--- src/hdl/alpha_blend_over_assert.svh ---
// Assertion macros for the alpha blend block; empty when SYNTH is defined.
`ifndef ALPHA_BLEND_OVER_ASSERT_SVH
`define ALPHA_BLEND_OVER_ASSERT_SVH

`ifndef SYNTH

// Same-cycle implication, sampled on clk, off during reset.
`define ABO_ASSERT_IMPL(lbl, ante, cons) \
    lbl: assert property (@(posedge clk) disable iff (!rst_n) (ante) |-> (cons)) \
        else $error("alpha_blend_over: same-cycle check failed");

// Next-cycle implication, sampled on clk, off during reset.
`define ABO_ASSERT_NEXT(lbl, ante, cons) \
    lbl: assert property (@(posedge clk) disable iff (!rst_n) (ante) |=> (cons)) \
        else $error("alpha_blend_over: next-cycle check failed");

`else

`define ABO_ASSERT_IMPL(lbl, ante, cons)
`define ABO_ASSERT_NEXT(lbl, ante, cons)

`endif

`endif

--- src/hdl/abo_pkg.sv ---
// Constants, register codes and the divide-by-255 helper for the alpha blend block.
package abo_pkg;

    localparam int unsigned NUM_CH     = 3;
    localparam int unsigned ALPHA_LSB  = 24;
    localparam int unsigned NUM_STAGES = 9;
    localparam logic [7:0]  ALPHA_MAX  = 8'hFF;

    typedef enum logic [1:0] {
        REG_RED   = 2'd0,
        REG_GREEN = 2'd1,
        REG_BLUE  = 2'd2
    } reg_idx_t;

    // floor(y/255) for y < 2^24: y * (2^24 + 2^16 + 2^8 + 2) >> 32, exact over that range.
    function automatic logic [16:0] div255(input logic [23:0] y);
        logic [48:0] ext;
        logic [48:0] acc;
        ext = {25'd0, y};
        acc = (ext << 24) + (ext << 16) + (ext << 8) + (ext << 1);
        return acc[48:32];
    endfunction

endpackage

--- src/hdl/alpha_blend_over.sv ---
// Porter-Duff "over" blender for non-premultiplied 32-bit pixel words.
// Composites source_pixel over backdrop_pixel. Alpha is bits 31:24 of both words; red,
// green and blue are 8-bit channels at bit offsets set by three APB registers (byte
// addresses 0x0 red, 0x4 green, 0x8 blue; reset 16, 8, 0; 5 bits each). A source alpha
// of zero passes the backdrop word through untouched. Otherwise out alpha is
// sa + da*(255-sa)/255 and each channel is (cs*sa + cd*da*(255-sa)/255) / out_alpha,
// truncating, saturated at 255, then ORed back at its offset (bits past 31 drop off).
// Throughput is one item per clock while blend_ready does not stall the output.
// The 9-stage pipeline is: channel extract, 8x8 multiplies, 8x16 multiply plus alpha,
// reciprocal divide by 255, numerator sum, three restoring-divide stages (three quotient
// bits each, one divider per channel), then saturate/pack into the output register.
// Each stage has its own valid bit and a ready chain, so bubbles collapse and a stalled
// output still lets new items fill empty stages. Only write the position registers
// while the pipeline is empty; items in flight use the live register values.
`include "alpha_blend_over_assert.svh"

module alpha_blend_over (
    input  logic        clk,
    input  logic        rst_n,
    // pixel pair in
    input  logic        pixel_valid,
    output logic        pixel_ready,
    input  logic [31:0] source_pixel,
    input  logic [31:0] backdrop_pixel,
    // blended item out
    output logic        blend_valid,
    input  logic        blend_ready,
    output logic [31:0] blended_pixel,
    // APB config
    input  logic        psel,
    input  logic        penable,
    input  logic        pwrite,
    input  logic [3:0]  paddr,
    input  logic [31:0] pwdata,
    output logic [31:0] prdata,
    output logic        pready
);

    localparam int unsigned NS = abo_pkg::NUM_STAGES;
    localparam int unsigned NC = abo_pkg::NUM_CH;

    // ---------------- config registers ----------------
    logic [4:0] red_pos_reg;
    logic [4:0] green_pos_reg;
    logic [4:0] blue_pos_reg;
    logic [4:0] pos [NC];
    logic       cfg_wr;
    abo_pkg::reg_idx_t cfg_idx;

    assign pready  = 1'b1;
    assign cfg_wr  = psel && penable && pwrite;
    assign cfg_idx = abo_pkg::reg_idx_t'(paddr[3:2]);

    assign pos[0] = red_pos_reg;
    assign pos[1] = green_pos_reg;
    assign pos[2] = blue_pos_reg;

    always_ff @(posedge clk or negedge rst_n)
    begin
        if (!rst_n)
        begin
            red_pos_reg   <= 5'd16;
            green_pos_reg <= 5'd8;
            blue_pos_reg  <= 5'd0;
        end
        else if (cfg_wr)
        begin
            unique case (cfg_idx)
                abo_pkg::REG_RED:   red_pos_reg   <= pwdata[4:0];
                abo_pkg::REG_GREEN: green_pos_reg <= pwdata[4:0];
                abo_pkg::REG_BLUE:  blue_pos_reg  <= pwdata[4:0];
                default:            ;
            endcase
        end
    end

    always_comb
    begin
        unique case (cfg_idx)
            abo_pkg::REG_RED:   prdata = {27'd0, red_pos_reg};
            abo_pkg::REG_GREEN: prdata = {27'd0, green_pos_reg};
            abo_pkg::REG_BLUE:  prdata = {27'd0, blue_pos_reg};
            default:            prdata = 32'd0;
        endcase
    end

    // ---------------- pipeline control ----------------
    logic [NS-1:0] v_reg;
    logic [NS-1:0] rdy;
    logic [NS-1:0] vin;
    logic [NS-1:0] ld;

    assign vin = {v_reg[NS-2:0], pixel_valid};
    assign ld  = rdy & vin;

    // a stage can take a new item when empty or when its item moves on
    always_comb
    begin
        rdy[NS-1] = !v_reg[NS-1] || blend_ready;
        for (int k = NS - 2; k >= 0; k--)
        begin
            rdy[k] = !v_reg[k] || rdy[k+1];
        end
    end

    always_ff @(posedge clk or negedge rst_n)
    begin
        if (!rst_n)
        begin
            v_reg <= '0;
        end
        else
        begin
            for (int k = 0; k < NS; k++)
            begin
                if (rdy[k])
                begin
                    v_reg[k] <= vin[k];
                end
            end
        end
    end

    assign pixel_ready = rdy[0];
    assign blend_valid = v_reg[NS-1];

    // ---------------- datapath registers ----------------
    // carried along the divide chain
    logic [31:0] bd_reg   [0:7];
    logic        pass_reg [0:7];
    logic [7:0]  sa_reg   [0:1];
    logic [7:0]  oa_reg   [2:7];

    logic [7:0]  da_reg;
    logic [7:0]  inv_reg;
    logic [15:0] t_reg;
    logic [7:0]  cs_reg  [NC];
    logic [7:0]  cd_reg  [0:1][NC];
    logic [15:0] ps_reg  [1:3][NC];
    logic [23:0] pd_reg  [NC];
    logic [15:0] pq_reg  [NC];
    logic [16:0] rem_reg [4:7][NC];
    logic [8:0]  q_reg   [5:7][NC];
    logic [31:0] blended_pixel_reg;

    // next values
    logic [7:0]  sa_next;
    logic [7:0]  da_next;
    logic [7:0]  cs_next [NC];
    logic [7:0]  cd_next [NC];
    logic [15:0] t_next;
    logic [15:0] ps_next [NC];
    logic [7:0]  oa_next;
    logic [16:0] oa_q;
    logic [8:0]  oa_sum;
    logic [23:0] pd_next [NC];
    logic [15:0] pq_next [NC];
    logic [16:0] pq_q    [NC];
    logic [16:0] rem_next [5:7][NC];
    logic [8:0]  q_next   [5:7][NC];
    logic [31:0] blended_pixel_next;

    // stage 0: pick alphas and channels out of both words
    always_comb
    begin
        sa_next = source_pixel[abo_pkg::ALPHA_LSB +: 8];
        da_next = backdrop_pixel[abo_pkg::ALPHA_LSB +: 8];
        for (int c = 0; c < NC; c++)
        begin
            cs_next[c] = 8'(source_pixel >> pos[c]);
            cd_next[c] = 8'(backdrop_pixel >> pos[c]);
        end
    end

    // stage 1: t = da*(255-sa), ps = cs*sa
    always_comb
    begin
        t_next = {8'd0, da_reg} * {8'd0, inv_reg};
        for (int c = 0; c < NC; c++)
        begin
            ps_next[c] = {8'd0, cs_reg[c]} * {8'd0, sa_reg[0]};
        end
    end

    // stage 2: out alpha, pd = cd*t
    always_comb
    begin
        oa_q    = abo_pkg::div255({8'd0, t_reg});
        oa_sum  = {1'b0, sa_reg[1]} + {1'b0, oa_q[7:0]};
        oa_next = oa_sum[7:0];
        for (int c = 0; c < NC; c++)
        begin
            pd_next[c] = {16'd0, cd_reg[1][c]} * {8'd0, t_reg};
        end
    end

    // stage 3: pd / 255
    always_comb
    begin
        for (int c = 0; c < NC; c++)
        begin
            pq_q[c]    = abo_pkg::div255(pd_reg[c]);
            pq_next[c] = pq_q[c][15:0];
        end
    end

    // stages 5..7: restoring divide, 3 quotient bits per stage.
    // Quotient stays below 512 for any nonzero source alpha.
    for (genvar gj = 0; gj < 3; gj++)
    begin : g_div
        // partial quotient comes from the previous divide stage
        localparam int unsigned QSRC = (gj == 0) ? 5 : 4 + gj;
        for (genvar gc = 0; gc < NC; gc++)
        begin : g_ch
            always_comb
            begin
                logic [16:0] r;
                logic [8:0]  q;
                logic [16:0] dsh;
                r = rem_reg[4+gj][gc];
                if (gj == 0)
                begin
                    q = 9'd0;
                end
                else
                begin
                    q = q_reg[QSRC][gc];
                end
                for (int s = 0; s < 3; s++)
                begin
                    dsh = {9'd0, oa_reg[4+gj]} << (8 - 3*gj - s);
                    if (r >= dsh)
                    begin
                        r = r - dsh;
                        q[8 - 3*gj - s] = 1'b1;
                    end
                end
                rem_next[5+gj][gc] = r;
                q_next[5+gj][gc]   = q;
            end
        end
    end

    // stage 8: saturate and pack
    always_comb
    begin
        logic [7:0]  ch;
        logic [31:0] packed_word;
        packed_word = {oa_reg[7], 24'd0};
        for (int c = 0; c < NC; c++)
        begin
            ch = q_reg[7][c][8] ? abo_pkg::ALPHA_MAX : q_reg[7][c][7:0];
            packed_word = packed_word | ({24'd0, ch} << pos[c]);
        end
        blended_pixel_next = pass_reg[7] ? bd_reg[7] : packed_word;
    end

    always_ff @(posedge clk)
    begin
        if (ld[0])
        begin
            sa_reg[0]   <= sa_next;
            da_reg      <= da_next;
            inv_reg     <= abo_pkg::ALPHA_MAX - sa_next;
            pass_reg[0] <= (sa_next == 8'd0);
            bd_reg[0]   <= backdrop_pixel;
            cs_reg      <= cs_next;
            cd_reg[0]   <= cd_next;
        end
        for (int k = 1; k < 8; k++)
        begin
            if (ld[k])
            begin
                bd_reg[k]   <= bd_reg[k-1];
                pass_reg[k] <= pass_reg[k-1];
            end
        end
        if (ld[1])
        begin
            sa_reg[1] <= sa_reg[0];
            t_reg     <= t_next;
            ps_reg[1] <= ps_next;
            cd_reg[1] <= cd_reg[0];
        end
        if (ld[2])
        begin
            oa_reg[2] <= oa_next;
            ps_reg[2] <= ps_reg[1];
            pd_reg    <= pd_next;
        end
        if (ld[3])
        begin
            oa_reg[3] <= oa_reg[2];
            ps_reg[3] <= ps_reg[2];
            pq_reg    <= pq_next;
        end
        if (ld[4])
        begin
            oa_reg[4] <= oa_reg[3];
            for (int c = 0; c < NC; c++)
            begin
                rem_reg[4][c] <= {1'b0, ps_reg[3][c]} + {1'b0, pq_reg[c]};
            end
        end
        for (int k = 5; k < 8; k++)
        begin
            if (ld[k])
            begin
                oa_reg[k]  <= oa_reg[k-1];
                rem_reg[k] <= rem_next[k];
                q_reg[k]   <= q_next[k];
            end
        end
        if (ld[8])
        begin
            blended_pixel_reg <= blended_pixel_next;
        end
    end

    assign blended_pixel = blended_pixel_reg;

    // ---------------- checks ----------------
    // open output means the whole ready chain is open
    `ABO_ASSERT_IMPL(a_ready_chain, blend_ready, pixel_ready)
    // an accepted item lands in the first stage
    `ABO_ASSERT_NEXT(a_enter, pixel_valid && pixel_ready, v_reg[0])
    // divider finished: channel 0 remainder below the divisor on blended items
    `ABO_ASSERT_IMPL(a_div_rem, v_reg[7] && !pass_reg[7], (rem_reg[7][0] < {9'd0, oa_reg[7]}))

endmodule
--- config.mk ---
export PLATFORM = sky130hd
export DESIGN_NAME = alpha_blend_over
export DESIGN_NICKNAME = d
export VERILOG_FILES = /design/src/hdl/abo_pkg.sv /design/src/hdl/alpha_blend_over.sv
export VERILOG_INCLUDE_DIRS = /design/src /design/src/hdl
export SDC_FILE = /design/constraint.sdc
export NUM_CORES = 2
export LEC_CHECK = 0
export CAP_MARGIN = 20
export CORE_UTILIZATION = 60
export CTS_CLUSTER_DIAMETER = 200
export DETAILED_ROUTE_END_ITERATION = 12
export DONT_BUFFER_PORTS = 1
export MAX_ROUTING_LAYER = met4
export PLACE_DENSITY = 0.87
export SETUP_SLACK_MARGIN = 0.3
export SLEW_MARGIN = 5
export SYNTH_ARGS = -nofsm -noshare
export SYNTH_HDL_FRONTEND = slang
export SYNTH_SLANG_ARGS = --single-unit
--- constraint.sdc ---
create_clock -name clk -period 20.3 [get_ports clk]
set_input_delay 3.045 -clock clk [delete_from_list [all_inputs] [get_ports clk]]
set_output_delay 3.045 -clock clk [all_outputs]
set_load 0.02 [all_outputs]
Word-level counts from Yosys, hierarchy flattened
Memories as Yosys holds them, arrays and structs flattened.
Cells that the tools add are included.

word-level totals
  memories = 8
  output and inout port bits = 67
  memory bits (read-only) = 0
  word-level logic and storage cells = 226
  bits of input ports = 107
  register bits after elaboration = 232
  RAM bits = 805
  bits in latches = 0

operators by class
  div/mod/pow operators = 0
  bitwise logic cells = 4
  eq/ne operators = 2
  muxes and demuxes = 75
  reduce and logical (&&, ||, !) cells = 25
  $add $sub $neg = 44
  order comparisons = 27
  multiply operators = 7
  shifts and indexed selects = 9

memory list
  memory       depth  bits a word  rd ports  clocked after Yosys merged registers in  wr ports  RTL line                 source
  bd_reg       8      32           8         0                                        8         alpha_blend_over.sv:129  logic [31:0] bd_reg [0:7];
  rem_reg      4      51           3         0                                        4         alpha_blend_over.sv:142  logic [16:0] rem_reg [4:7][NC];
  ps_reg       3      48           3         0                                        3         alpha_blend_over.sv:139  logic [15:0] ps_reg [1:3][NC];
  q_reg        3      27           3         0                                        3         alpha_blend_over.sv:143  logic [8:0] q_reg [5:7][NC];
  cd_reg       2      24           2         0                                        2         alpha_blend_over.sv:138  logic [7:0] cd_reg [0:1][NC];
  oa_reg       6      8            6         0                                        6         alpha_blend_over.sv:132  logic [7:0] oa_reg [2:7];
  +2 memories  n/a    n/a          n/a       n/a                                      n/a       n/a

operator list
  cell                            number
  2-to-1 mux 17 bit               27
  >> shifter 32 x 5 -> 8 bit      6
  adder 48 x 25 -> 48 bit         3
  adder 48 x 32 -> 48 bit         3
  adder 48 x 40 -> 48 bit         3
  bitwise OR 32 bit               3
  left shift 8 x 5 -> 32 bit      3
  multiplier 8 x 16 -> 24 bit     3
  multiplier 8 x 8 -> 16 bit      4
  adder 16 x 16 -> 17 bit         3
  >= comparator 17 x 10 -> 1 bit  3
  >= comparator 17 x 11 -> 1 bit  3
  >= comparator 17 x 12 -> 1 bit  3
  >= comparator 17 x 13 -> 1 bit  3
  >= comparator 17 x 14 -> 1 bit  3
  >= comparator 17 x 15 -> 1 bit  3
  >= comparator 17 x 16 -> 1 bit  3
  >= comparator 17 x 8 -> 1 bit   3
  >= comparator 17 x 9 -> 1 bit   3
  subtractor 17 x 10 -> 17 bit    3
  subtractor 17 x 11 -> 17 bit    3
  subtractor 17 x 12 -> 17 bit    3
  subtractor 17 x 13 -> 17 bit    3
  subtractor 17 x 14 -> 17 bit    3
  other kinds (22)                93

Longest topological paths before layout
  word-level depth = 13
  gate-level depth with buffers = 36
  mapped depth without buffers = 33

Worst setup path before layout
OpenSTA, ideal clock, no wires.

  kind = in2reg
  start point = input port blend_ready
  end point = memory bd_reg[3][4], in the netlist bd_reg[0][100] (enable)
  library setup time = 715 ps
  arrival = 10140 ps
  buffers on the path = 0
  path slack = 9445 ps
  required time = 19585 ps
  stages = 4
  path through = nor2b_1 nand3_1 nor2_1 a31oi_1

RTL lines
  item         RTL line                 source
  from (decl)  alpha_blend_over.sv:27   input logic blend_ready,
  to (decl)    alpha_blend_over.sv:129

==> run metrics <==
Residual DRC=0; I/O pin count=174; cell count after synthesis=7539; TNS Setup=0 ns; synth unique cells=107; required time worst endpoint=20.79 ns; DP Wirelength=152200 µm; initial antenna violation count=6; Post-Syn Area=0.07902 mm²; final setup fails=0; Final min period=9.111 ns; CTS clk-pin slew, worst paths=0.06 ns; top cell type's share of synthesized area=35.23%; Post-CTS Setup Repair Bufs=0; Die W=364.9 µm; Most common cell on crit path=a21oi_1; Worst Max-Slew Pin Slew=1.272 ns; Post-Layout Cell Count=9265; Slew Viols, Final=0; post_cts resized=0; yosys warns=0; CP arrival=9.60 ns; #FFs+latches synth=951; Bufs and invs on worst path=2; hold slack=0.3636 ns; core area=0.1301 mm²; WL per Instance=22.79 µm; Max-Cap Viols=0; Post-synth EDFFs=927; dominant synthesized flop cell=edfxtp_1; CP max-delay cell=or4b_1; full die area=0.1332 mm²; CP Capture Type=register; post-route ant nets=0; xor/xnor cell area share of the yosys netlist=3.612%; TritonRoute pass-1 iters=7; skew final=0.08387 ns; most common cell in the synthesized netlist=edfxtp_1; status=completed; Max Root-Sink Buffers=3; largest net degree at the start of global routing=138; Period Utilization, post-route=44.88%; Fmax=0.1098 GHz; startpoint types=register; Slew HR=15.17%; CTS H-tree depth=3; share of layout cells above drive strength 1=6.678%; Post-Synth Simple-Gate Area=13.03%; cts bufs inserted=100; adder-cell share of the synthesized area=24.84%; critical setup path kind=reg -> reg; clock latency on the worst-skew pair=0.76 ns; vias in the first global route=59420; combinational family with the most area after synthesis=adder cells; post-synthesis mux area share=5.833%; CTS tree=done; cell taking the most area after synthesis=edfxtp_1; RSZ-0062 raised after global routing=no; Initial DRC Count=7333; Hold Path Class=reg -> reg; Post-Place Cells=9072; grt ovf=0; total track usage=32.42%; slowest stage delay, CP=0.77 ns; gpl congestion=0.9926; Hold Vio Cnt, Final=0; Top delay family on crit path=compound AO/OA/AOI/OAI gates; post-synthesis sequential area ratio=35.99%; peak fanout along the critical path=20; area grow syn2layout=6.360%; final wirelength=211200 µm; FILL cells=9489; clk sinks=951; Mapped Avg Cell Area=10.48 µm²; Die Y-Extent=364.9 µm; first-pass GRT wire length=325800 µm; Nets=8825; IO buf count=0; most common library cells after synthesis=edfxtp_1 (927), ha_1 (807), nand2_1 (795); Vias=59420; FP Rows=132; vias per inst=6.413; hold buffer count at CTS=0; Clock Root Buffer=clkbuf_16; top post-synthesis cells by area=edfxtp_1 (35%), ha_1 (13%), fa_1 (12%); Initial Utilization=60.72%; Synth Area in Compound Gates=11.74%; max reg flops=248; ys async rst share=2.524%
## per-stage QoR
step	util (%)	area [µm²]	setup slack [ns]
after detailed placement	61.93	80590	11.28
after global placement	61.93	80590	11.44
after floorplan	-	79120	9.445
final	64.58	84050	11.19
after global routing	64.58	84050	10.43
after CTS	64.52	83970	11.23
## kinds of logic after synthesis
logic type,count (synthesis)
AOI/OAI and AO/OA,1484
xor gates and xnor gates,325
adders and majority gates,1283
buffers and inverters,1004
DFF,951
muxes,362
other,2
and+or+nand+nor,2128
## area by class of cell
cell class,instances,area [µm²],area share [%]
well taps,1742,2180,2.593
repair buffers,65,540.5,0.6431
clock buffers,120,2577,3.067
diodes,6,15.01,0.01786
clock inverters,64,800.8,0.9527
inverters,707,2654,3.157
flip-flops and latches,951,28460,33.86
multi-input cells,5610,46830,55.71
## final timing paths
path                                from         endpoint  slack (ns)  depth (start not counted)
max                         oa_reg[5][0]  rem_reg[1][140]       11.19                         29
min                        ps_reg[0][79]   ps_reg[0][127]        0.36                          0
max reg2reg                 oa_reg[5][0]  rem_reg[1][140]       11.19                         29
min reg2reg                ps_reg[0][79]   ps_reg[0][127]        0.36                          0
max in group asynchronous          rst_n   red_pos_reg[4]       18.13                          0
min in group asynchronous          rst_n   red_pos_reg[0]        1.99                          0
## cells in the final DEF (no fill, tap or decap), types with 47 or more instances in the layout
cell,synthesis,final
o21ai_0,364,364
a21o_1,112,112
nor2b_1,120,118
nor3_1,91,91
mux2_2,142,142
a211oi_1,84,84
a21boi_0,47,47
nor2_1,397,397
xnor2_1,252,252
mux4_2,62,62
a21oi_1,469,469
buf_4,32,61
nand3_1,87,87
inv_1,694,694
ha_1,807,807
and2_1,357,352
xor2_1,72,72
nand4_1,61,61
fa_1,476,476
clkbuf_16,0,100
nand2_1,795,795
nand2b_1,78,78
mux2i_1,150,150
edfxtp_1,927,927
o21a_1,55,55
## layer usage
| metal | vias to the layer above | wire length, µm | global-route usage [%] |
|---|---|---|---|
| met4 | 0 | 13090 | 17.08 |
| li1 | 26390 | - | - |
| met3 | 804 | 21770 | 6.133 |
| met1 | 28780 | 77360 | 38.92 |
| met5 | - | 0 | - |
| met2 | 3446 | 98960 | 51.97 |
## worst register-to-register path, delay by kind of cell (launching register included)
kind / cells / cell delay (ns)
fa+ha+maj: 4 / 1.54
flops: 1 / 0.32
compound gates: 15 / 3.66
simple gates: 7 / 2.66
buf+inv: 2 / 0.28
mux: 1 / 0.43
Power is not shown: default switching activity piles up to over one toggle a cycle in this logic, so the estimate is an artifact.
